`src/rtl/fliq_pkg.sv`:
```
// ----------------------------------------------------------------------------
// fliq_pkg
// Shared types and constants for the float linear quantizer.
// ----------------------------------------------------------------------------
package fliq_pkg;

    // Field widths
    localparam int SAMPLE_W = 32;
    localparam int CODE_W   = 25;
    localparam int KEPT_W   = 5;
    localparam int OFFSET_W = 25;
    localparam int EXP_W    = 9;
    localparam int CFG_W    = 25;
    localparam int INDEX_W  = 2;

    // Significand with hidden bit, and working widths of the datapath
    localparam int SIG_BITS = 24;
    localparam int MAG_W    = 51;
    localparam int SUM_W    = 53;
    localparam int SHIFT_W  = 11;

    // Default for the largest number of kept bits
    localparam int MAX_KEPT_BITS_DEF = 24;

    // Saturated code value
    localparam logic [CODE_W-1:0] CODE_MAX = {CODE_W{1'b1}};

    // Register indexes
    localparam logic [INDEX_W-1:0] REG_KEPT_BITS    = 2'd0;
    localparam logic [INDEX_W-1:0] REG_MIN_OFFSET   = 2'd1;
    localparam logic [INDEX_W-1:0] REG_MAX_EXPONENT = 2'd2;

    // Reset values
    localparam logic [KEPT_W-1:0]   KEPT_BITS_RST    = 5'd16;
    localparam logic [OFFSET_W-1:0] MIN_OFFSET_RST   = '0;
    localparam logic [EXP_W-1:0]    MAX_EXPONENT_RST = '0;

    // Configuration as seen by the datapath (offset and exponent are two's complement)
    typedef struct packed {
        logic [KEPT_W-1:0]   kept_bits;
        logic [OFFSET_W-1:0] min_offset;
        logic [EXP_W-1:0]    max_exponent;
    } cfg_t;

endpackage

```
`src/rtl/fliq_cfg_regs.sv`:
```
// ----------------------------------------------------------------------------
// fliq_cfg_regs
// Configuration register file: kept bits, minimum offset, maximum exponent.
// ----------------------------------------------------------------------------
module fliq_cfg_regs (
    input  logic                         clk,
    input  logic                         rst_n,
    input  logic                         cfg_write,
    input  logic [fliq_pkg::INDEX_W-1:0] cfg_index,
    input  logic [fliq_pkg::CFG_W-1:0]   cfg_data,
    output fliq_pkg::cfg_t               cfg
);

    fliq_pkg::cfg_t cfg_reg;
    fliq_pkg::cfg_t cfg_next;

    // Register decode; unknown indexes are dropped
    always_comb
    begin
        cfg_next = cfg_reg;
        if (cfg_write)
        begin
            unique case (cfg_index)
                fliq_pkg::REG_KEPT_BITS:
                    cfg_next.kept_bits = cfg_data[fliq_pkg::KEPT_W-1:0];
                fliq_pkg::REG_MIN_OFFSET:
                    cfg_next.min_offset = cfg_data[fliq_pkg::OFFSET_W-1:0];
                fliq_pkg::REG_MAX_EXPONENT:
                    cfg_next.max_exponent = cfg_data[fliq_pkg::EXP_W-1:0];
                default:
                    cfg_next = cfg_reg;
            endcase
        end
    end

    always_ff @(posedge clk or negedge rst_n)
    begin
        if (!rst_n)
        begin
            cfg_reg.kept_bits    <= fliq_pkg::KEPT_BITS_RST;
            cfg_reg.min_offset   <= fliq_pkg::MIN_OFFSET_RST;
            cfg_reg.max_exponent <= fliq_pkg::MAX_EXPONENT_RST;
        end
        else
        begin
            cfg_reg <= cfg_next;
        end
    end

    assign cfg = cfg_reg;

endmodule

```
`src/rtl/fliq_quant.sv`:
```
// ----------------------------------------------------------------------------
// fliq_quant
// Combinational quantizer: scale, truncate, offset, round, shift and clamp.
// ----------------------------------------------------------------------------
module fliq_quant #(
    parameter int MAX_KEPT_BITS = fliq_pkg::MAX_KEPT_BITS_DEF
) (
    input  logic [fliq_pkg::SAMPLE_W-1:0] sample_bits,
    input  fliq_pkg::cfg_t                cfg,
    output logic [fliq_pkg::CODE_W-1:0]   code,
    output logic                          saturated
);

    localparam int SW = fliq_pkg::SHIFT_W;
    localparam int MW = fliq_pkg::MAG_W;
    localparam int UW = fliq_pkg::SUM_W;
    localparam int GW = fliq_pkg::SIG_BITS;

    logic                 neg;
    logic [7:0]           exp_field;
    logic [22:0]          frac;
    logic [GW-1:0]        mant;
    logic signed [SW-1:0] exp_unb;
    logic signed [SW-1:0] shift;
    logic signed [SW-1:0] neg_shift;
    logic [MW-1:0]        mag;
    logic signed [UW-1:0] term;
    logic [4:0]           kept_eff;
    logic [4:0]           rshift;
    logic [GW-1:0]        rnd;
    logic signed [UW-1:0] sum;
    logic [UW-1:0]        quot;

    // Unpack the sample; denormals use exponent -126 without the hidden bit
    always_comb
    begin
        neg       = sample_bits[31];
        exp_field = sample_bits[30:23];
        frac      = sample_bits[22:0];
        mant      = {(exp_field != 8'd0), frac};
        if (exp_field == 8'd0)
            exp_unb = -11'sd126;
        else
            exp_unb = $signed({3'b000, exp_field}) - 11'sd127;
        shift = exp_unb - $signed({{(SW-fliq_pkg::EXP_W){cfg.max_exponent[8]}},
                                   cfg.max_exponent});
        neg_shift = -shift;
    end

    // Exact scaling by 2^shift, truncated; large shifts are capped at 2^50
    always_comb
    begin
        if (mant == '0)
            mag = '0;
        else if (shift >= 11'sd27)
            mag = {1'b1, {(MW-1){1'b0}}};
        else if (shift >= 11'sd0)
            mag = {{(MW-GW){1'b0}}, mant} << shift[4:0];
        else if (shift <= -11'sd32)
            mag = '0;
        else
            mag = {{(MW-GW){1'b0}}, mant} >> neg_shift[4:0];
        if (neg)
            term = -$signed({2'b00, mag});
        else
            term = $signed({2'b00, mag});
    end

    // Kept-bit clamp, rounding term and output shift
    always_comb
    begin
        if (cfg.kept_bits == 5'd0)
            kept_eff = 5'd1;
        else if (cfg.kept_bits > 5'(MAX_KEPT_BITS))
            kept_eff = 5'(MAX_KEPT_BITS);
        else
            kept_eff = cfg.kept_bits;
        rshift = 5'(GW) - kept_eff;
        if (kept_eff < 5'(GW))
            rnd = GW'(1) << (5'(GW - 1) - kept_eff);
        else
            rnd = '0;
    end

    // Offset, shift and clamp
    always_comb
    begin
        sum = term + $signed({{(UW-GW){1'b0}}, rnd})
                   - $signed({{(UW-fliq_pkg::OFFSET_W){cfg.min_offset[24]}},
                              cfg.min_offset});
        quot = sum >> rshift;
        if (exp_field == 8'hFF)
        begin
            code      = fliq_pkg::CODE_MAX;
            saturated = 1'b1;
        end
        else if (sum[UW-1])
        begin
            code      = '0;
            saturated = 1'b0;
        end
        else if (|quot[UW-1:fliq_pkg::CODE_W])
        begin
            code      = fliq_pkg::CODE_MAX;
            saturated = 1'b1;
        end
        else
        begin
            code      = quot[fliq_pkg::CODE_W-1:0];
            saturated = 1'b0;
        end
    end

endmodule

```
`src/rtl/float_linear_quantizer_core.sv`:
```
// ----------------------------------------------------------------------------
// float_linear_quantizer_core
// Quantizes single-precision samples to offset, rounded, clamped codes.
// ----------------------------------------------------------------------------
//  channel   signals                          direction  moves
//  input     in_valid/in_ready, sample_bits   in         one sample request
//  output    out_valid/out_ready, code,       out        one code request
//            saturated
//  config    cfg_write, cfg_index, cfg_data   in         register write
//
//  One sample per cycle sustained unless the output stalls. A sample goes
//  from the sample register through the quantizer into the result
//  register, where out_valid rises with its code.
//  A stalled output holds its result; the sample register keeps taking a new
//  request while it can move its item forward into the result register.
//  Reset clears both valid flags and loads the register reset values.
// ----------------------------------------------------------------------------
module float_linear_quantizer_core #(
    parameter int MAX_KEPT_BITS = fliq_pkg::MAX_KEPT_BITS_DEF
) (
    input  logic                          clk,
    input  logic                          rst_n,
    input  logic                          in_valid,
    output logic                          in_ready,
    input  logic [fliq_pkg::SAMPLE_W-1:0] sample_bits,
    output logic                          out_valid,
    input  logic                          out_ready,
    output logic [fliq_pkg::CODE_W-1:0]   code,
    output logic                          saturated,
    input  logic                          cfg_write,
    input  logic [fliq_pkg::INDEX_W-1:0]  cfg_index,
    input  logic [fliq_pkg::CFG_W-1:0]    cfg_data
);

    fliq_pkg::cfg_t cfg;

    logic                          s1_valid_reg;
    logic                          s1_valid_next;
    logic [fliq_pkg::SAMPLE_W-1:0] s1_sample_reg;
    logic                          out_valid_reg;
    logic                          out_valid_next;
    logic [fliq_pkg::CODE_W-1:0]   code_reg;
    logic                          sat_reg;
    logic [fliq_pkg::CODE_W-1:0]   q_code;
    logic                          q_sat;
    logic                          out_adv;
    logic                          s1_adv;
    logic                          in_take;

    // Configuration registers
    fliq_cfg_regs u_cfg (
        .clk       (clk),
        .rst_n     (rst_n),
        .cfg_write (cfg_write),
        .cfg_index (cfg_index),
        .cfg_data  (cfg_data),
        .cfg       (cfg)
    );

    // Quantizer between sample and result registers
    fliq_quant #(
        .MAX_KEPT_BITS (MAX_KEPT_BITS)
    ) u_quant (
        .sample_bits (s1_sample_reg),
        .cfg         (cfg),
        .code        (q_code),
        .saturated   (q_sat)
    );

    // Pipeline flow control
    always_comb
    begin
        out_adv        = !out_valid_reg || out_ready;
        s1_adv         = s1_valid_reg && out_adv;
        in_ready       = !s1_valid_reg || out_adv;
        in_take        = in_valid && in_ready;
        s1_valid_next  = in_take || (s1_valid_reg && !s1_adv);
        out_valid_next = s1_adv || (out_valid_reg && !out_ready);
    end

    // Valid flags
    always_ff @(posedge clk or negedge rst_n)
    begin
        if (!rst_n)
        begin
            s1_valid_reg  <= 1'b0;
            out_valid_reg <= 1'b0;
        end
        else
        begin
            s1_valid_reg  <= s1_valid_next;
            out_valid_reg <= out_valid_next;
        end
    end

    // Payload registers
    always_ff @(posedge clk)
    begin
        if (in_take)
            s1_sample_reg <= sample_bits;
        if (s1_adv)
        begin
            code_reg <= q_code;
            sat_reg  <= q_sat;
        end
    end

    assign out_valid = out_valid_reg;
    assign code      = code_reg;
    assign saturated = sat_reg;

`ifndef SYNTHESIS
    // Input stalls only when both stages are full and the output is blocked
    a_ready_only_when_full: assert property (@(posedge clk) disable iff (!rst_n)
        !in_ready |-> (s1_valid_reg && out_valid_reg && !out_ready))
        else $error("in_ready low with room in the pipeline");

    // A held sample keeps its slot and its data
    a_s1_hold: assert property (@(posedge clk) disable iff (!rst_n)
        (s1_valid_reg && !out_adv) |=> (s1_valid_reg && $stable(s1_sample_reg)))
        else $error("sample register lost or changed a stalled item");

    // Inf and NaN samples reach the output saturated
    a_special_sat: assert property (@(posedge clk) disable iff (!rst_n)
        (s1_adv && (s1_sample_reg[30:23] == 8'hFF)) |=>
            (out_valid_reg && sat_reg && (code_reg == fliq_pkg::CODE_MAX)))
        else $error("inf or NaN not saturated");

    // Saturation flag always comes with the full-scale code
    a_sat_code: assert property (@(posedge clk) disable iff (!rst_n)
        (out_valid_reg && sat_reg) |-> (code_reg == fliq_pkg::CODE_MAX))
        else $error("saturated result without full-scale code");
`endif

endmodule
```
`config.mk`:
```
export PLATFORM = sky130hd
export DESIGN_NAME = float_linear_quantizer_core
export DESIGN_NICKNAME = d
export VERILOG_FILES = /design/src/rtl/fliq_pkg.sv /design/src/rtl/fliq_cfg_regs.sv /design/src/rtl/fliq_quant.sv /design/src/rtl/float_linear_quantizer_core.sv
export SDC_FILE = /design/constraint.sdc
export NUM_CORES = 1
export LEC_CHECK = 0
export BUFFER_PORTS_ARGS = -buffer_cell sky130_fd_sc_hd__buf_2
export CORE_ASPECT_RATIO = 1.2
export CORE_MARGIN = 2
export CORE_UTILIZATION = 60
export DETAILED_ROUTE_END_ITERATION = 8
export PLACE_DENSITY_LB_ADDON = 0.1
export SKIP_LAST_GASP = 1
export SYNTH_ARGS = -nofsm -noshare
export SYNTH_HDL_FRONTEND = slang
export SYNTH_SLANG_ARGS = --single-unit
```
`constraint.sdc`:
```
create_clock -name clk -period 12.73 [get_ports clk]
set_input_delay 0 -clock clk [delete_from_list [all_inputs] [get_ports clk]]
set_output_delay 0 -clock clk [all_outputs]
set_load 0.05 [all_outputs]
```
# After elaboration in Yosys (flattened, before gate mapping)
# Cells that the tools add are included.
op_classes:
  addsub: 8
  n_lt_le_gt_ge: 5
  n_eq_ne: 3
  shifts: 4
  mux: 13
  n_reduce_logical: 21
op_table:
  columns: ["cell", "n"]
  rows:
  - ["two-way mux 51 bit", 4]
  - ["adder 53 x 25 -> 53 bit", 1]
  - ["two-way mux 53 bit", 1]
  - ["negation 51 -> 53 bit", 1]
  - [">> shifter 53 x 5 -> 53 bit", 1]
  - ["subtractor 53 x 25 -> 53 bit", 1]
  - ["<< shifter 24 x 5 -> 51 bit", 1]
  - [">> shifter 24 x 5 -> 51 bit", 1]
  - ["two-way mux 25 bit", 2]
  - ["OR reduction 28 bit", 1]
  - ["logical NOT 24 bit", 1]
  - ["two-way mux 24 bit", 1]
  - ["<< shifter 1 x 5 -> 24 bit (first input constant)", 1]
  - [">= comparator 11 x 1 -> 1 bit (second input constant)", 1]
  - [">= comparator 11 x 6 -> 1 bit (second input constant)", 1]
  - ["less-or-equal comparator 11 x 6 -> 1 bit (second input constant)", 1]
  - ["two-way mux 11 bit", 1]
  - ["subtractor 11 x 9 -> 11 bit", 1]
  - ["two-way mux 5 bit", 2]
  - ["subtractor 5 bit (first input constant)", 2]
  - ["subtractor 8 x 7 -> 9 bit (second input constant)", 1]
  - ["equality test 8 bit (second input constant)", 1]
  - ["logical NOT 8 bit", 1]
  - ["nonzero test 8 bit", 1]
  - ["12 further kinds", 24]
totals:
  register_bits: 99
  word_cells: 62

# Depth between registers and ports, before layout
logic_depth:
  word_depth: 17
  mapped_depth: 50

# Hierarchy
# Synthesis repeated with hierarchy kept, for this count alone.
unflattened:
  cells_unflattened: 2305
  area_unflattened_um2: 17833.4
by_module_without_submodules:
  columns: ["mod", "instances", "cells_per_inst", "area_per_inst_um2", "seq_area_each_um2"]
  rows:
  - ["fliq_quant", 1, 2156, 14423.8, 0.0]
  - ["float_linear_quantizer_core", 1, 66, 1845.5, 1791.7]
  - ["fliq_cfg_regs", 1, 83, 1564.0, 977.2]

# Least setup slack after synthesis
# No wires, ideal clock.
synth_path:
  path_kind: "register -> register"
  start: "register s1_sample_reg[23] (netlist name)"
  end: "register code_reg, in the netlist code[14], data pin"
  arrival_ps: 10848
  t_required_ps: 12459
  slack_ps: 1611
  stages_incl_launch_ff: 50
  synth_period_minus_slack_ps: 11119
  path_cell_list: "edfxtp_1 -> inv_1 -> ha_1 -> nor3b_1 -> nand2_1 -> nand2_1 -> ha_1 -> inv_1 -> fa_1 -> buf_2 -> inv_2 -> ha_1 -> buf_2 -> buf_1 -> nor2_1 -> a31oi_1 -> a21o_1 -> mux2i_1 -> (+14 left out) -> inv_1 -> ha_1 -> clkbuf_1 -> and4_1 -> and3_1 -> nand2_1 -> a2111oi_0 -> nor2_1 -> xnor2_1 -> mux4_2 -> mux2_2 -> a221oi_1 -> nand3_1 -> nor4_1 -> nand4_1 -> o31ai_4 -> buf_6 -> o211ai_1"
synth_between:
  elab_chain_cells: 17
synth_lines:
  columns: ["item", "line", "text"]
  rows:
  - ["start: declaration", "float_linear_quantizer_core.sv:39", "logic [fliq_pkg::SAMPLE_W-1:0] s1_sample_reg;"]
  - ["start signal: assignment", "float_linear_quantizer_core.sv:100", "s1_sample_reg <= sample_bits;"]
  - ["subtractor 8 x 7 -> 9 bit / logical NOT 8 bit (equally long branches)", "fliq_quant.sv:44, fliq_quant.sv:41", null]
  - ["two-way mux 11 bit", "fliq_quant.sv:41", "if (exp_field == 8'd0)"]
  - ["subtractor 11 x 9 -> 11 bit", "fliq_quant.sv:45", "shift = exp_unb - $signed({{(SW-fliq_pkg::EXP_W){cfg.max_exponent[8]}},"]
  - ["negation 5 bit", "fliq_quant.sv:47", "neg_shift = -shift;"]
  - [">> shifter 24 x 5 -> 51 bit", "fliq_quant.sv:62", "mag = {{(MW-GW){1'b0}}, mant} >> neg_shift[4:0];"]
  - ["two-way mux 51 bit", "fliq_quant.sv:59", "else if (shift <= -11'sd32)"]
  - ["two-way mux 51 bit", "fliq_quant.sv:57", "else if (shift >= 11'sd0)"]
  - ["two-way mux 51 bit", "fliq_quant.sv:55", "else if (shift >= 11'sd27)"]
  - ["two-way mux 51 bit", "fliq_quant.sv:53", "if (mant == '0)"]
  - ["negation 51 -> 53 bit", "fliq_quant.sv:64", "term = -$signed({2'b00, mag});"]
  - ["two-way mux 53 bit", "fliq_quant.sv:63", "if (neg)"]
  - ["adder 53 x 25 -> 53 bit", "fliq_quant.sv:88", "sum = term + $signed({{(UW-GW){1'b0}}, rnd})"]
  - ["subtractor 53 x 25 -> 53 bit", "fliq_quant.sv:89", "- $signed({{(UW-fliq_pkg::OFFSET_W){cfg.min_offset[24]}},"]
  - [">> shifter 53 x 5 -> 53 bit", "fliq_quant.sv:91", "quot = sum >> rshift;"]
  - ["OR reduction 28 bit", "fliq_quant.sv:102", "else if (|quot[UW-1:fliq_pkg::CODE_W])"]
  - ["two-way mux 25 bit", "fliq_quant.sv:102", null]
  - ["two-way mux 25 bit", "fliq_quant.sv:97", "else if (sum[UW-1])"]
  - ["end signal: assignment", "float_linear_quantizer_core.sv:103", "code_reg <= q_code;"]
  - ["end: declaration", "float_linear_quantizer_core.sv:42", "logic [fliq_pkg::CODE_W-1:0] code_reg;"]
# Parallel ways exist; a longest one is shown, timed or not.
# A chain may end at the register's enable or synchronous reset.

# Worst setup path in the final report
layout_path:
  start: "register s1_sample_reg[27] (netlist name)"
  end: "register code_reg, in the netlist code[8], data pin"
# Same word-level chain as after synthesis.

==> results.yml <==
yosys:
  synth_xor_area_frac: 0.0482
  synth_area_um2: 17500
  muxShareOfSynthArea: 0.149
  synth_top_area_frac: 0.0998
  synthAdderAreaFrac: 0.101
  yosys_warnings: 0
  synth_top_flop_cell: "edfxtp_1"
  synth_nets: 2450
  syn_avg_cell_area_um2: 7.72
  synth_edf_count: 58
  synth.area.top_cells: "edfxtp_1, ha_1, dfrtp_1, mux2i_1, nand2_1"
  synth_seq_cells: 99
  synth_top_family_by_area: "compound AO/OA/AOI/OAI gates"
  async_flop_share: 0.414
  syn_inst: 2260
  synth-seq-area-share: 0.159
  ys_types: 101
  synth-compound-area-share: 0.263
  yosys.area.top_type: "edfxtp_1"
  synth_simple_gate_area_frac: 0.223
global_route:
  track_usage: 0.387
  antenna_found_initial: 0
  use_met1: 0.440
  busiest_layer: "met2"
  use_met3: 0.0415
  grt_max_degree: 74
  grtUsageMet2: 0.693
  grt_pass1_vias: 17396
  overflow: 0
  grt_pass1_wl_um: 93800
clock_tree:
  clock-sinks: 99
  cts_tree: "yes"
  clkTransAtPathRegs_ns: 0.08
  numCtsBuffers: 9
  cts-root-buf: "clkbuf_16"
  post_cts_buffers: 0
  clockBufferDepth: 2
  clock_latency_ns: 0.38
  h-tree-depth: 3
critical_path:
  criticalPathCategory: "reg -> reg"
  critPathMaxFanout: 26
  end_kind: "register"
  cpMostUsedCell: "nor2_1"
  critPathArrivalTime_ns: 12.28
  cpPeakStageDelay_ns: 0.67
  rr_worst_depth: 44
  crit_slowest_cell: "a2111oi_1"
  critPathLaunchType: "register"
  crit_required_ns: 12.81
timing:
  period_needed_ns: 12.20
  maxSlewViolCount: 0
  setup_viol: 0
  rsz0062_at_grt: "false"
  setup_tns_ns: 0
  post-route-period-util: 0.958
  finalClockSkew_ns: 0.0145
  finalHoldViolCount: 0
  slew_headroom: 0.239
  worst_pin_slew_ns: 1.14
  max_freq_mhz: 82.0
floorplan:
  pin_count: 92
  dieArea_um2: 30500
  die_h_um: 191
  initial_core_util: 0.609
  rows: 68
  die_w_um: 160
  core_um2: 28700
placement:
  dp_hpwl_um: 47200
  place_congestion: 1.06
  io_buffers: 91
worst_hold_path:
  hold_depth: 3
  min_path_type: "in -> reg"
routing:
  via_per_inst: 6.80
  drc: 0
  ant_nets: 0
  via_count: 18321
  wirelength_um: 60300
  routedWlPerCell_um: 22.4
  drtPass1Iterations: 9
  dr.first_iter.drc_count: 1793
finish:
  area_delta_synth_final_pct: 9.02
  drive_above_1_share: 0.135
  layout_common_cells: "nand2_1, nor2_1, a21oi_1, o21ai_0, mux2i_1"
  nNetsFinal: 2495
  largest_register_ffs: 39
  diodes: 0
  layout_commonest_cell: "nand2_1"
  final_util: 0.664
status:
  run_status: "complete, no violations"
flow_run:
  cap_viol_max_count: 0
[final cells by class]
class	count	area, um2
tap	385	482
fill	2511	9640
multi-input combinational	1919	13800
sequential	99	2770
inverter	91	342
timing repair buffer	185	1310
clock buffer	9	225
clock inverter	7	91.3
[routing by layer]
| layer | vias to the layer above | share of wire |
|---|---|---|
| met2 | 840 | 0.49 |
| li1 | 8560 | - |
| met4 | 0 | 0.073 |
| met3 | 243 | 0.056 |
| met1 | 8678 | 0.38 |
| met5 | - | 0 |
[synth_stat cells (25+ instances only)]
cell type,count
ha_1,101
a21oi_1,152
nand4_1,37
nand2_1,263
nand3_1,74
nor2_1,177
xnor2_1,52
mux2i_1,100
and2_1,33
and3_1,27
inv_1,88
fa_1,25
o21a_1,28
o211ai_1,47
nor3_1,68
a211oi_1,45
a21o_1,28
dfrtp_1,40
mux4_2,31
o21ai_0,138
clkbuf_1,97
mux2_2,78
xor2_1,41
edfxtp_1,58
[worst paths after layout]
check,start,end,slack [ns]
worst max-delay path,s1_sample_reg[27],code[8],0.53
worst min-delay path,cfg_index[1],u_cfg.cfg[36],0.05
worst max register to register,s1_sample_reg[27],code[8],0.53
worst min register to register,s1_valid_reg,out_valid,0.51
max in group asynchronous,rst_n,u_cfg.cfg[3],11.82
min in group asynchronous,rst_n,u_cfg.cfg[30],0.30
[kinds of logic (layout without fill, tap and decap cells)]
kind of cell             Yosys count  count (layout)
AND/OR/NAND/NOR                  810             810
AO/OA/AOI/OAI                    678             678
buffers and inverters            242             292
multiplexers                     211             211
adder cells (fa/ha/maj)          126             126
flip-flops                        99              99
XOR/XNOR                          94              94
[worst max-delay path, delay by kind of cell (launching register included)]
family | cells | cell delay [ns]
buffers and inverters | 6 | 0.95
muxes | 2 | 0.38
and+or+nand+nor | 14 | 2.92
adders and majority gates | 6 | 2.27
AOI/OAI and AO/OA | 16 | 4.85
DFF | 1 | 0.50
[repair_timing]
| item | 4_1_cts | 5_1_grt |
|---|---|---|
| hold endpoints to repair | 113 | 0 |
| resized for setup | 0 | 7 |
| hold buffers | 61 | 0 |
| endpoints found under the setup margin | 0 | 26 |
[through the flow]
| step | hold WS, ns | worst slack, ns | cells | cell area [um2] |
|---|---|---|---|---|
| finish | 0.0491 | 0.534 | 2695 | 19000 |
| global route | 0.116 | 0.00312 | 2695 | 19000 |
| CTS | 0.0197 | 0.202 | 2695 | 19000 |
| detailed placement | 0.178 | 0.266 | 2618 | 18100 |
| global placement | 0.176 | 0.554 | 2618 | 18100 |
| floorplan | -0.296 | 1.61 | 2260 | 17500 |
Power is left out: the tool's default activity adds up to more than one toggle a clock period on the data nets, which glitch-free logic cannot reach.
